### src/fjkv_pkg.sv
// Shared types and constants for the flat JSON key/value parser.
package fjkv_pkg;

    localparam int WINDOW_LEN = 4;
    localparam int FIELD_LEN  = 32;

    localparam int FILL_W  = $clog2(WINDOW_LEN);
    localparam int LEN_W   = $clog2(FIELD_LEN + 1);
    localparam int COUNT_W = 6;
    localparam int ACC_W   = 31;
    localparam int TDATA_W = 56;

    localparam logic [ACC_W-1:0] ACC_MAX = {ACC_W{1'b1}};

    localparam logic [7:0] CH_OPEN   = 8'h7B;  // {
    localparam logic [7:0] CH_CLOSE  = 8'h7D;  // }
    localparam logic [7:0] CH_QUOTE  = 8'h22;
    localparam logic [7:0] CH_COLON  = 8'h3A;
    localparam logic [7:0] CH_COMMA  = 8'h2C;
    localparam logic [7:0] CH_SPACE  = 8'h20;
    localparam logic [7:0] CH_CR     = 8'h0D;
    localparam logic [7:0] CH_LF     = 8'h0A;
    localparam logic [7:0] CH_ZERO   = 8'd48;
    localparam logic [7:0] CH_NINE   = 8'd57;

    typedef enum logic [8:0] {
        PH_WAIT_CRLF = 9'b000000001,
        PH_WAIT_OPEN = 9'b000000010,
        PH_KEY_START = 9'b000000100,
        PH_KEY       = 9'b000001000,
        PH_COLON     = 9'b000010000,
        PH_VAL_START = 9'b000100000,
        PH_VAL       = 9'b001000000,
        PH_COMMA_END = 9'b010000000,
        PH_DONE      = 9'b100000000
    } phase_t;

    typedef struct packed {
        logic               finished;
        logic               truncated;
        logic [COUNT_W-1:0] value_count;
        logic [COUNT_W-1:0] key_count;
        logic [7:0]         char_out;
        logic               value_char_valid;
        logic               key_char_valid;
        logic [ACC_W-1:0]   int_result;
        logic               pair_is_integer;
        logic               pair_done;
    } result_t;

endpackage

### src/flat_json_key_value_parser_top.sv
// Flat JSON key/value parser: byte-stream state machine with registered result.
//
// Usage:
//   Slave side carries one request per byte: s_tdata is the byte, s_tuser set
//   means restart (back to waiting for CR LF, lengths and integer cleared; the
//   window fill count is kept). Each accepted request yields exactly one result
//   on the master side: tuser flags say whether the byte was stored as a key
//   or string-value character, tdata carries the pair pulse, integer value,
//   byte, running lengths, truncation and finished flags.
//   m_tvalid rises in the cycle after acceptance; throughput, unless stalled, is
//   one byte per cycle, set by the single parse step between the state registers
//   and the result register (the times-ten add with saturation is the deepest path).
//   s_tready stays high while the result register is empty or being drained,
//   so a result can be taken and a new request accepted in the same cycle.
//   When the receiver stalls, the result holds and s_tready drops until it is
//   taken; parse state only moves on accepted requests.
//   Reset (rst_n low, asynchronous) returns to waiting for CR LF with an empty
//   window, zero lengths, zero integer and no pending result.
module flat_json_key_value_parser_top
    import fjkv_pkg::*;
(
    input  logic         clk,
    input  logic         rst_n,
    input  logic         s_tvalid,
    output logic         s_tready,
    input  logic [7:0]   s_tdata,   // [7:0] char_in
    input  logic         s_tuser,   // [0] operation (restart)
    output logic         m_tvalid,
    input  logic         m_tready,
    // [0] pair_done, [1] pair_is_integer, [32:2] int_result, [40:33] char_out,
    // [46:41] key_count, [52:47] value_count, [53] truncated, [54] finished, [55] zero
    output logic [TDATA_W-1:0] m_tdata,
    output logic [1:0]   m_tuser    // [0] key_char_valid, [1] value_char_valid
);

    phase_t             phase_reg, phase_next;
    logic [7:0]         win_reg  [WINDOW_LEN];
    logic [7:0]         win_next [WINDOW_LEN];
    logic [FILL_W-1:0]  fill_reg, fill_next;
    logic               int_mode_reg, int_mode_next;
    logic [ACC_W-1:0]   acc_reg, acc_next;
    logic [LEN_W-1:0]   key_len_reg, key_len_next;
    logic [LEN_W-1:0]   val_len_reg, val_len_next;
    logic               out_valid_reg;
    result_t            res_reg, res_next;

    logic               accept;
    logic [7:0]         c;
    logic               c_digit;
    logic               win_full;
    logic [ACC_W+3:0]   acc_sum;
    logic [ACC_W-1:0]   acc_sat;
    logic               pair;
    logic               kv;
    logic               vv;
    logic               trunc;

    assign s_tready = !out_valid_reg || m_tready;
    assign accept   = s_tvalid && s_tready;
    assign c        = s_tdata;
    assign c_digit  = (c >= CH_ZERO) && (c <= CH_NINE);
    assign win_full = fill_reg >= FILL_W'(WINDOW_LEN - 1);

    // acc*10 + digit; the low nibble of an ASCII digit is its value
    assign acc_sum = {1'b0, acc_reg, 3'b000} + {3'b000, acc_reg, 1'b0}
                   + {{(ACC_W){1'b0}}, c[3:0]};
    assign acc_sat = (acc_sum > {4'b0000, ACC_MAX}) ? ACC_MAX : acc_sum[ACC_W-1:0];

    always_comb
    begin
        phase_next    = phase_reg;
        win_next      = win_reg;
        fill_next     = fill_reg;
        int_mode_next = int_mode_reg;
        acc_next      = acc_reg;
        key_len_next  = key_len_reg;
        val_len_next  = val_len_reg;
        pair          = 1'b0;
        kv            = 1'b0;
        vv            = 1'b0;
        trunc         = 1'b0;

        if (s_tuser)
        begin
            phase_next    = PH_WAIT_CRLF;
            for (int i = 0; i < WINDOW_LEN; i++)
            begin
                win_next[i] = 8'h00;
            end
            int_mode_next = 1'b0;
            acc_next      = '0;
            key_len_next  = '0;
            val_len_next  = '0;
        end
        else
        begin
            case (phase_reg)
                PH_WAIT_CRLF:
                begin
                    // slide once full, otherwise fill in place
                    for (int i = 0; i < WINDOW_LEN; i++)
                    begin
                        if (win_full)
                        begin
                            if (i == WINDOW_LEN - 1)
                                win_next[i] = c;
                            else
                                win_next[i] = win_reg[(i + 1) % WINDOW_LEN];
                        end
                        else if (fill_reg == FILL_W'(i))
                        begin
                            win_next[i] = c;
                        end
                    end
                    if (!win_full)
                        fill_next = fill_reg + FILL_W'(1);
                    if (win_next[0] == CH_CR && win_next[1] == CH_LF)
                        phase_next = PH_WAIT_OPEN;
                end
                PH_WAIT_OPEN:
                begin
                    if (c == CH_OPEN)
                        phase_next = PH_KEY_START;
                end
                PH_KEY_START:
                begin
                    if (c == CH_QUOTE)
                    begin
                        phase_next   = PH_KEY;
                        key_len_next = '0;
                    end
                end
                PH_KEY:
                begin
                    if (c == CH_QUOTE)
                        phase_next = PH_COLON;
                    else if (key_len_reg < LEN_W'(FIELD_LEN))
                    begin
                        key_len_next = key_len_reg + LEN_W'(1);
                        kv           = 1'b1;
                    end
                    else
                        trunc = 1'b1;
                end
                PH_COLON:
                begin
                    if (c == CH_COLON)
                        phase_next = PH_VAL_START;
                end
                PH_VAL_START:
                begin
                    if (c == CH_QUOTE)
                    begin
                        phase_next    = PH_VAL;
                        val_len_next  = '0;
                        int_mode_next = 1'b0;
                    end
                    else if (c_digit)
                    begin
                        phase_next    = PH_VAL;
                        val_len_next  = '0;
                        int_mode_next = 1'b1;
                        acc_next      = {{(ACC_W-4){1'b0}}, c[3:0]};
                    end
                end
                PH_VAL:
                begin
                    if (c == CH_QUOTE)
                    begin
                        phase_next = PH_COMMA_END;
                        pair       = 1'b1;
                    end
                    else if (int_mode_reg)
                    begin
                        if (c == CH_SPACE)
                        begin
                            phase_next = PH_COMMA_END;
                            pair       = 1'b1;
                        end
                        else if (c == CH_CLOSE)
                        begin
                            phase_next = PH_DONE;
                            pair       = 1'b1;
                        end
                        else if (c == CH_COMMA)
                        begin
                            phase_next = PH_KEY_START;
                            pair       = 1'b1;
                        end
                        else if (c_digit)
                            acc_next = acc_sat;
                    end
                    else if (val_len_reg < LEN_W'(FIELD_LEN))
                    begin
                        val_len_next = val_len_reg + LEN_W'(1);
                        vv           = 1'b1;
                    end
                    else
                        trunc = 1'b1;
                end
                PH_COMMA_END:
                begin
                    if (c == CH_COMMA)
                        phase_next = PH_KEY_START;
                    else if (c == CH_CLOSE)
                        phase_next = PH_DONE;
                end
                default:
                begin
                end
            endcase
        end

        res_next.pair_done        = pair;
        res_next.pair_is_integer  = int_mode_next;
        res_next.int_result       = acc_next;
        res_next.key_char_valid   = kv;
        res_next.value_char_valid = vv;
        res_next.char_out         = (kv || vv) ? c : 8'h00;
        res_next.key_count        = COUNT_W'(key_len_next);
        res_next.value_count      = COUNT_W'(val_len_next);
        res_next.truncated        = trunc;
        res_next.finished         = (phase_next == PH_DONE);
    end

    always_ff @(posedge clk or negedge rst_n)
    begin
        if (!rst_n)
        begin
            phase_reg     <= PH_WAIT_CRLF;
            for (int i = 0; i < WINDOW_LEN; i++)
            begin
                win_reg[i] <= 8'h00;
            end
            fill_reg      <= '0;
            int_mode_reg  <= 1'b0;
            acc_reg       <= '0;
            key_len_reg   <= '0;
            val_len_reg   <= '0;
        end
        else if (accept)
        begin
            phase_reg     <= phase_next;
            win_reg       <= win_next;
            fill_reg      <= fill_next;
            int_mode_reg  <= int_mode_next;
            acc_reg       <= acc_next;
            key_len_reg   <= key_len_next;
            val_len_reg   <= val_len_next;
        end
    end

    always_ff @(posedge clk or negedge rst_n)
    begin
        if (!rst_n)
            out_valid_reg <= 1'b0;
        else if (accept)
            out_valid_reg <= 1'b1;
        else if (m_tready)
            out_valid_reg <= 1'b0;
    end

    always_ff @(posedge clk)
    begin
        if (accept)
            res_reg <= res_next;
    end

    assign m_tvalid = out_valid_reg;
    assign m_tuser  = {res_reg.value_char_valid, res_reg.key_char_valid};
    assign m_tdata  = {1'b0,
                       res_reg.finished,
                       res_reg.truncated,
                       res_reg.value_count,
                       res_reg.key_count,
                       res_reg.char_out,
                       res_reg.int_result,
                       res_reg.pair_is_integer,
                       res_reg.pair_done};

`ifndef NO_ASSERTIONS
    a_phase_onehot: assert property (@(posedge clk) disable iff (!rst_n)
        $onehot(phase_reg))
        else $error("parse phase not one-hot");

    a_fill_bound: assert property (@(posedge clk) disable iff (!rst_n)
        fill_reg <= FILL_W'(WINDOW_LEN - 1))
        else $error("window fill beyond window");

    a_trunc_full: assert property (@(posedge clk) disable iff (!rst_n)
        out_valid_reg && res_reg.truncated |->
            (key_len_reg == LEN_W'(FIELD_LEN) || val_len_reg == LEN_W'(FIELD_LEN)))
        else $error("drop flagged with room left in buffer");

    a_strobe_not_done: assert property (@(posedge clk) disable iff (!rst_n)
        out_valid_reg && (res_reg.key_char_valid || res_reg.value_char_valid) |->
            !res_reg.finished && !(res_reg.key_char_valid && res_reg.value_char_valid))
        else $error("character strobe inconsistent with phase");
`endif

endmodule
### config.mk
export PLATFORM = sky130hd
export DESIGN_NAME = flat_json_key_value_parser_top
export DESIGN_NICKNAME = d
export VERILOG_FILES = /design/src/fjkv_pkg.sv /design/src/flat_json_key_value_parser_top.sv
export SDC_FILE = /design/constraint.sdc
export NUM_CORES = 1
export LEC_CHECK = 0
export ABC_CLOCK_PERIOD_IN_PS = 3700
export BUFFER_PORTS_ARGS = -buffer_cell sky130_fd_sc_hd__buf_4
export CAP_MARGIN = 20
export CORE_AREA = 2 2 142 144
export CTS_CLUSTER_SIZE = 40
export DETAILED_ROUTE_END_ITERATION = 10
export DIE_AREA = 0 0 144 146
export PLACE_DENSITY = 0.7
export SLEW_MARGIN = 25
export SYNTH_ARGS = -nofsm -noshare
export SYNTH_HDL_FRONTEND = slang
export SYNTH_SLANG_ARGS = --single-unit
export TNS_END_PERCENT = 1
### constraint.sdc
create_clock -name clk -period 3.7 [get_ports clk]
set_clock_uncertainty 0.15 [all_clocks]
set_input_delay 0 -clock clk [delete_from_list [all_inputs] [get_ports clk]]
set_output_delay 0 -clock clk [all_outputs]
set_load 0.02 [all_outputs]
==> reports/metrics.yaml, run 1 <==
global_routing:
  grt_first_pass_wirelength_um: 44200
  grt_max_degree: 71
  grt_pass1_vias: 8585
  grtUsageTotal_pct: 26.3
  grt-ovfl-total: 0
  grt_antenna_before_repair: 0
drt:
  vias_per_cell: 5.87
  drc: 0
  num_vias: 8769
  antenna_left: 0
  routed_wl_um: 26900
  firstDrtPassIters: 6
  wl_per_cell_um: 18.0
  first_iter_violations: 699
layout:
  largest_reg_flops: 55
  fillers: 1654
  n_antenna_cell: 0
  layout.nets: 1299
  area_growth_pct: 27.6
  layout.cell_area.non_filler_um2: 12300
  drive_gt1_share_pct: 24.1
  finalNonFillerCells: 1495
synth:
  synth_area_leaders: "dfrtp_1, edfxtp_1, ha_1"
  yosys.area_share.adder_pct: 9.15
  netlist-cell-type-count: 72
  synthMuxAreaShare_pct: 3.52
  synth_common_cells: "nand2_1, dfrtp_1, nor2_1, ha_1, a21oi_1"
  synth_ff_type: "dfrtp_1"
  synth_compound_area_share_pct: 22.0
  synth_top_family_by_area: "compound AO/OA/AOI/OAI gates"
  yosysWarningCount: 0
  avgSynthCellArea_um2: 9.25
  synth_top_area_cell: "dfrtp_1"
  async_reset_ff_share_pct: 60.7
  synthXorXnorAreaFrac_pct: 2.64
  synth_area_um2: 9600
  synthSimpleGateAreaFrac_pct: 18.3
  ys_seq_area_share_pct: 40.8
  syn_inst: 1038
  synth_edf_count: 57
  synth_most_common_cell: "nand2_1"
  ys_ff_latch: 145
  syn-num-nets: 1120
  synth_top_area_share_pct: 22.7
critical_path:
  worst_setup_path_start_kind: "register"
  critPathArrivalTime_ns: 3.99
  path_cells: "buf_4 -> ha_1 -> ha_1 -> a21oi_1 -> nand2_1 -> o21ai_1 -> o21ai_0 -> a31o_2 -> a31oi_2 -> nor2_1 -> or4_4 -> buf_6 -> nand2b_1 -> a22o_1"
  critical_path.max_fanout: 14
  r2r-end: "m_tdata[20]"
  cpMaxStageDelayCell: "or4_4"
  slowest_delay_ns: 0.60
  rrSetupSlack_ns: -0.27
  required_ns: 3.72
  r2r-start: "acc_reg[6]"
  end_kind: "register"
  cpMostUsedCell: "ha_1"
  critPathKind: "reg -> reg"
  reg2reg_depth: 14
power_and_ir_drop:
  ir_drop_mv: 0.293
  power.leakage_uw: 0.00564
  power_density_nw_per_um2: 418
  power_uw: 5120
floorplan:
  die_y_um: 146
  die-area_um2: 21000
  std_cell_rows: 51
  core_area_um2: 19300
  initial_core_util_pct: 49.7
  ioPinCount: 73
  die_x_um: 144
placed_design:
  port_buffers: 71
  pre_cts_ws_ns: -0.481
  dp_cells: 1450
  place_congestion: 0.889
  dpl-instance-area_um2: 11400
  place_hpwl_um: 18600
clock_tree:
  cts_tree: "built"
  cts_max_path_buffers: 2
  cts_buffers: 17
  clkSinkCount: 145
  insertion_delay_ns: 0.43
  cts_root_buffer: "clkbuf_16"
  cts.htree.levels: 4
  clkTransAtPathRegs_ns: 0.07
sta:
  setup_slack_ns: -0.267
  slew_headroom_pct: 50.3
  worstMarginPinSlew_ns: 0.738
  finalHoldViolCount: 0
  grt_setup_unrepaired: "yes"
  fin_crit_sh_pct: 107
  period_minus_slack_ns: 3.97
  clock.fmax_mhz: 252
  drv_slew: 0
  whs_ns: 0.0201
  setup_viol: 56
status:
  violations: "negative setup slack"
  outcome: "finished, violations left"
min_path:
  min_path_type: "in -> async"
flow_run:
  maxCapViolCount: 0
## cells in the final DEF, fill, tap and decap left out, types with 4 or more instances in the layout
cell,netlist,final
nor2b_1,14,14
nand2_1,140,140
a211o_1,4,4
nor4_1,8,7
nor2_1,87,85
mux2_2,6,6
xor2_1,14,14
a31oi_1,11,10
o32ai_1,7,7
o21a_1,7,7
inv_1,23,21
dlygate4sd3_1,0,12
nand2b_1,38,38
o31ai_1,18,17
nor3_1,23,19
a22oi_1,23,23
o22ai_1,4,4
o211ai_1,4,4
mux2i_1,27,27
nor3_2,0,4
ha_4,0,12
or3_1,8,8
buf_4,3,205
dfrtp_1,87,84
xnor2_1,15,15
a22o_1,47,47
or2_2,4,4
a211oi_1,10,10
nand4_1,11,11
clkbuf_16,0,20
o21bai_1,6,6
ha_1,67,53
nand3_1,13,13
o21ai_0,54,52
and3_1,4,4
a21o_1,18,18
o21ai_1,4,5
a21oi_1,60,58
edfxtp_1,57,57
## area by class of cell
| type | count | area [um2] | share of cell area (%) |
|---|---|---|---|
| Inverter | 23 | 87.6 | 0.715 |
| Sequential cell | 145 | 3920 | 32.0 |
| Timing Repair Buffer | 222 | 1730 | 14.1 |
| Multi-Input combinational cell | 808 | 5600 | 45.7 |
| Tap cell | 265 | 332 | 2.70 |
| Clock inverter | 8 | 63.8 | 0.521 |
| Clock buffer | 24 | 526 | 4.29 |
## report_power, final
| part | total, uW | internal [uW] | leakage (uW) | switching [uW] |
|---|---|---|---|---|
| registers | 2030 | 1880 | 0.00175 | 146 |
| logic | 1380 | 590 | 0.00360 | 787 |
| clock network | 1720 | 1010 | 0.000288 | 712 |
## critical path: cells and delay by family (launching register included)
kind            cells  cell delay (ns)
buf+inv             2             0.35
flops               1             0.43
fa+ha+maj           2             0.62
compound gates      6             1.24
simple gates        4             0.89
## cell families (layout without fill, tap and decap cells)
group                    count (synthesis)  count (layout)
flip-flops                             145             145
XOR/XNOR                                29              29
multiplexers                            33              33
adder cells (fa/ha/maj)                 69              69
AND/OR/NAND/NOR                        371             371
AO/OA/AOI/OAI                          305             305
other                                    1               1
buffers and inverters                   85             277
## per-layer routing
layer  up-vias  wire length (um)  GRT usage (%)  part of all wire [%]
met5         -                 0              0                     0
met1      4274             11700           35.3                    44
met3        39              1230           3.85                   4.6
li1       4195                 -              -                     -
met4         0               438           6.47                   1.6
met2       261             13500           44.7                    50
## how the worst max path moves through the flow
stage,start,end,cells past startpoint
after global placement,acc_reg[9],m_tdata[25],13
after floorplan,acc_reg[12],m_tdata[13],15
after global routing,acc_reg[0],m_tdata[7],15
final,acc_reg[6],m_tdata[20],14
after CTS,acc_reg[0],m_tdata[20],15
after detailed placement,acc_reg[9],m_tdata[20],13
## what timing repair did
item	4_1_cts	5_1_grt
gates cloned	0	0
pin swaps	5	3
endpoints found under the setup margin	62	63
hold buffers	12	0
buffers inserted	1	0
hold endpoints to repair	96	0
resized for setup	9	13
## per-stage QoR
step                      utilization (%)  TNS, ns
final                                63.4    -9.94
after global routing                 63.4   -23.13
after CTS                            63.0   -11.30
after detailed placement             59.1   -22.87
after global placement               59.1   -18.02
after floorplan                         -    -5.18
(Power assumes the default switching activity.)
==> run 2, diff against run 1 <==
Settings changed: REMOVE_ABC_BUFFERS set to 1.
==> run 2 against run 1 <==
  * The run ends with negative hold slack, negative setup slack left
  * Register-to-register slack got worse by 0.03 ns
  * Cell area rose by 3.5%
  * Count of clock-buffer cells in the layout grew 1
  * Power decreased by 1.4%
  * First-iteration DRC count rose by 4.9%
  * Clock power is 10% lower
  * Fmax shrank 0.76%
  * Worst setup slack worse by 0.030 ns
  * Die area is the same
  * Utilization rose by 2.2 points
==> reports/metrics.yaml, run 2 (synthesis gave the netlist of run 1 again) <==
critical_path:
  reg2reg_depth: 15  # +1
  r2r-start: "acc_reg[6]"
  critPathKind: "reg -> reg"
  rrSetupSlack_ns: -0.30  # -0.03 ns
  worst_setup_path_start_kind: "register"
  critPathArrivalTime_ns: 3.98  # about the same
  end_kind: "register"
  critical_path.max_fanout: 9  # -5
  required_ns: 3.68  # -0.04 ns
  r2r-end: "m_tdata[2]"
drt:
  num_vias: 8958  # +2.2%
  vias_per_cell: 5.91  # +0.81%
  firstDrtPassIters: 5  # -1
  drc: 0  # unchanged
  wl_per_cell_um: 18.3  # +2.2%
  first_iter_violations: 733  # +4.9%
  routed_wl_um: 27800  # +3.5%
  antenna_left: 0  # unchanged
floorplan:
  die_x_um: 144  # unchanged
  std_cell_rows: 51  # unchanged
  ioPinCount: 73  # unchanged
  die-area_um2: 21000  # unchanged
  die_y_um: 146  # unchanged
  core_area_um2: 19300  # unchanged
  initial_core_util_pct: 49.7  # unchanged
layout:
  final_cell_mix: "buf_4, nand2_1, nor2_1"
  layout.nets: 1319  # +1.5%
  layout.cell_area.non_filler_um2: 12700  # +3.5%
  drive_gt1_share_pct: 28.3  # +4.3 points
  area_growth_pct: 32.1
  finalNonFillerCells: 1515  # +1.3%
  final_common_cell: "buf_4"
  largest_reg_flops: 55  # unchanged
  utilization_pct: 65.6  # +2.2 points
  fillers: 1551  # -6.2%
  n_antenna_cell: 0  # unchanged
sta:
  drv_slew: 0  # unchanged
  whs_ns: -0.0135  # -0.0336 ns
  finalHoldViolCount: 1  # +1
  clock.fmax_mhz: 250  # -0.76%
  period_minus_slack_ns: 4.00  # +0.0304 ns
  setup_tns_ns: -11.98  # -2.04 ns
  setup_slack_ns: -0.297  # -0.0304 ns
  slew_headroom_pct: 40.1  # -10 points
  fin_crit_sh_pct: 108  # +0.82 points
  grt_setup_unrepaired: "yes"
  setup_viol: 61  # +8.9%
  worstMarginPinSlew_ns: 0.899  # +0.161 ns
placed_design:
  place_hpwl_um: 18700  # +0.41%
  dpl-instance-area_um2: 11400  # -0.65%
  port_buffers: 71  # unchanged
  place_congestion: 0.903  # +1.6%
  dp_cells: 1461  # +0.76%
  pre_cts_ws_ns: -0.560  # -0.0790 ns
clock_tree:
  cts.htree.levels: 4  # unchanged
  insertion_delay_ns: 0.43  # about the same
  cts_root_buffer: "clkbuf_16"
  cts_max_path_buffers: 2  # unchanged
  clkTransAtPathRegs_ns: 0.06  # about the same
  clkSinkCount: 145  # unchanged
  cts_buffers: 17  # unchanged
  cts_tree: "built"
power_and_ir_drop:
  power_density_nw_per_um2: 398  # -4.8%
  ir_drop_mv: 0.294  # +0.52%
  power.leakage_uw: 0.00577  # +2.3%
min_path:
  holdPathEnd: "win_reg[0]"
  hold_path_depth: 2
  min_path_type: "in -> reg"
  worstHoldStart: "s_tuser"
global_routing:
  grt_max_degree: 69  # -2.8%
  grt-ovfl-total: 0  # unchanged
  grt_first_pass_wirelength_um: 45000  # +1.8%
  grt_pass1_vias: 8826  # +2.8%
  grtUsageTotal_pct: 26.8  # +0.50 points
  grt_antenna_before_repair: 0  # unchanged
status:
  violations: "negative hold slack, negative setup slack"
  outcome: "finished, violations left"
flow_run:
  maxCapViolCount: 0  # unchanged
## run 2: final cells by class
cell class,instances,area (um2),share of cell area (%)
clock buffer,25,465,3.67
clock inverter,7,40.0,0.316
inverter,23,87.6,0.690
multi-input combinational,808,5910,46.6
sequential,145,3920,30.9
tap,265,332,2.61
timing repair buffer,242,1930,15.2
## run 2: worst max path at each step
| stage | start | cells past startpoint | end | slack, ns |
|---|---|---|---|---|
| final | acc_reg[6] | 15 | m_tdata[2] | -0.30 |
| after global routing | acc_reg[8] | 15 | m_tdata[10] | -0.44 |
| after CTS | acc_reg[2] | 16 | m_tdata[10] | -0.32 |
| after detailed placement | acc_reg[0] | 15 | m_tdata[20] | -0.56 |
| after global placement | acc_reg[0] | 15 | m_tdata[25] | -0.44 |
| after floorplan | m_tvalid | 6 | win_reg[10] | -1.06 |
## run 2: repair_timing
| item | 4_1_cts | 5_1_grt |
|---|---|---|
| pin swaps | 40 | 23 |
| gates resized for setup | 56 | 39 |
| hold buffers | 11 | 0 |
| endpoints found under the setup margin | 63 | 63 |
| endpoints found under the hold margin | 95 | 0 |
| cloned | 1 | 0 |
| buffers inserted | 4 | 6 |
## run 2: stage by stage
step | hold WS [ns] | power, uW
6_report | -0.0135 | 5050
5_1_grt | 0.0317 | 5310
4_1_cts | 0.00191 | 5020
3_5_place_dp | 0.0320 | 3410
3_3_place_gp | 0.0329 | 3370
2_1_floorplan | -0.446 | 2910
## run 2: critical path, stage by stage (launching register included)
cell,delay (ns)
dfrtp_1,0.41
ha_1,0.31
ha_1,0.31
buf_4,0.15
a21oi_2,0.18
o22ai_1,0.14
a31oi_1,0.29
o41ai_1,0.14
a31oi_2,0.20
buf_4,0.17
a211oi_1,0.07
or4_4,0.57
buf_12,0.17
buf_6,0.15
nor3_2,0.16
o32ai_1,0.13
## run 2: power breakdown
group | switching, uW | internal [uW] | total (uW) | leakage [uW]
registers | 142 | 1880 | 2020 | 0.00175
logic | 818 | 669 | 1490 | 0.00377
clock network | 667 | 870 | 1540 | 0.000253
total | 1630 | 3420 | 5050 | 0.00577
## run 2: metal layers
layer | track usage (%) | routed length [um] | vias up
met3 | 3.72 | 1230 | 57
met2 | 44.9 | 13800 | 310
met5 | 0 | 0 | -
met1 | 35.0 | 12100 | 4362
li1 | - | - | 4229
met4 | 10.5 | 685 | 0
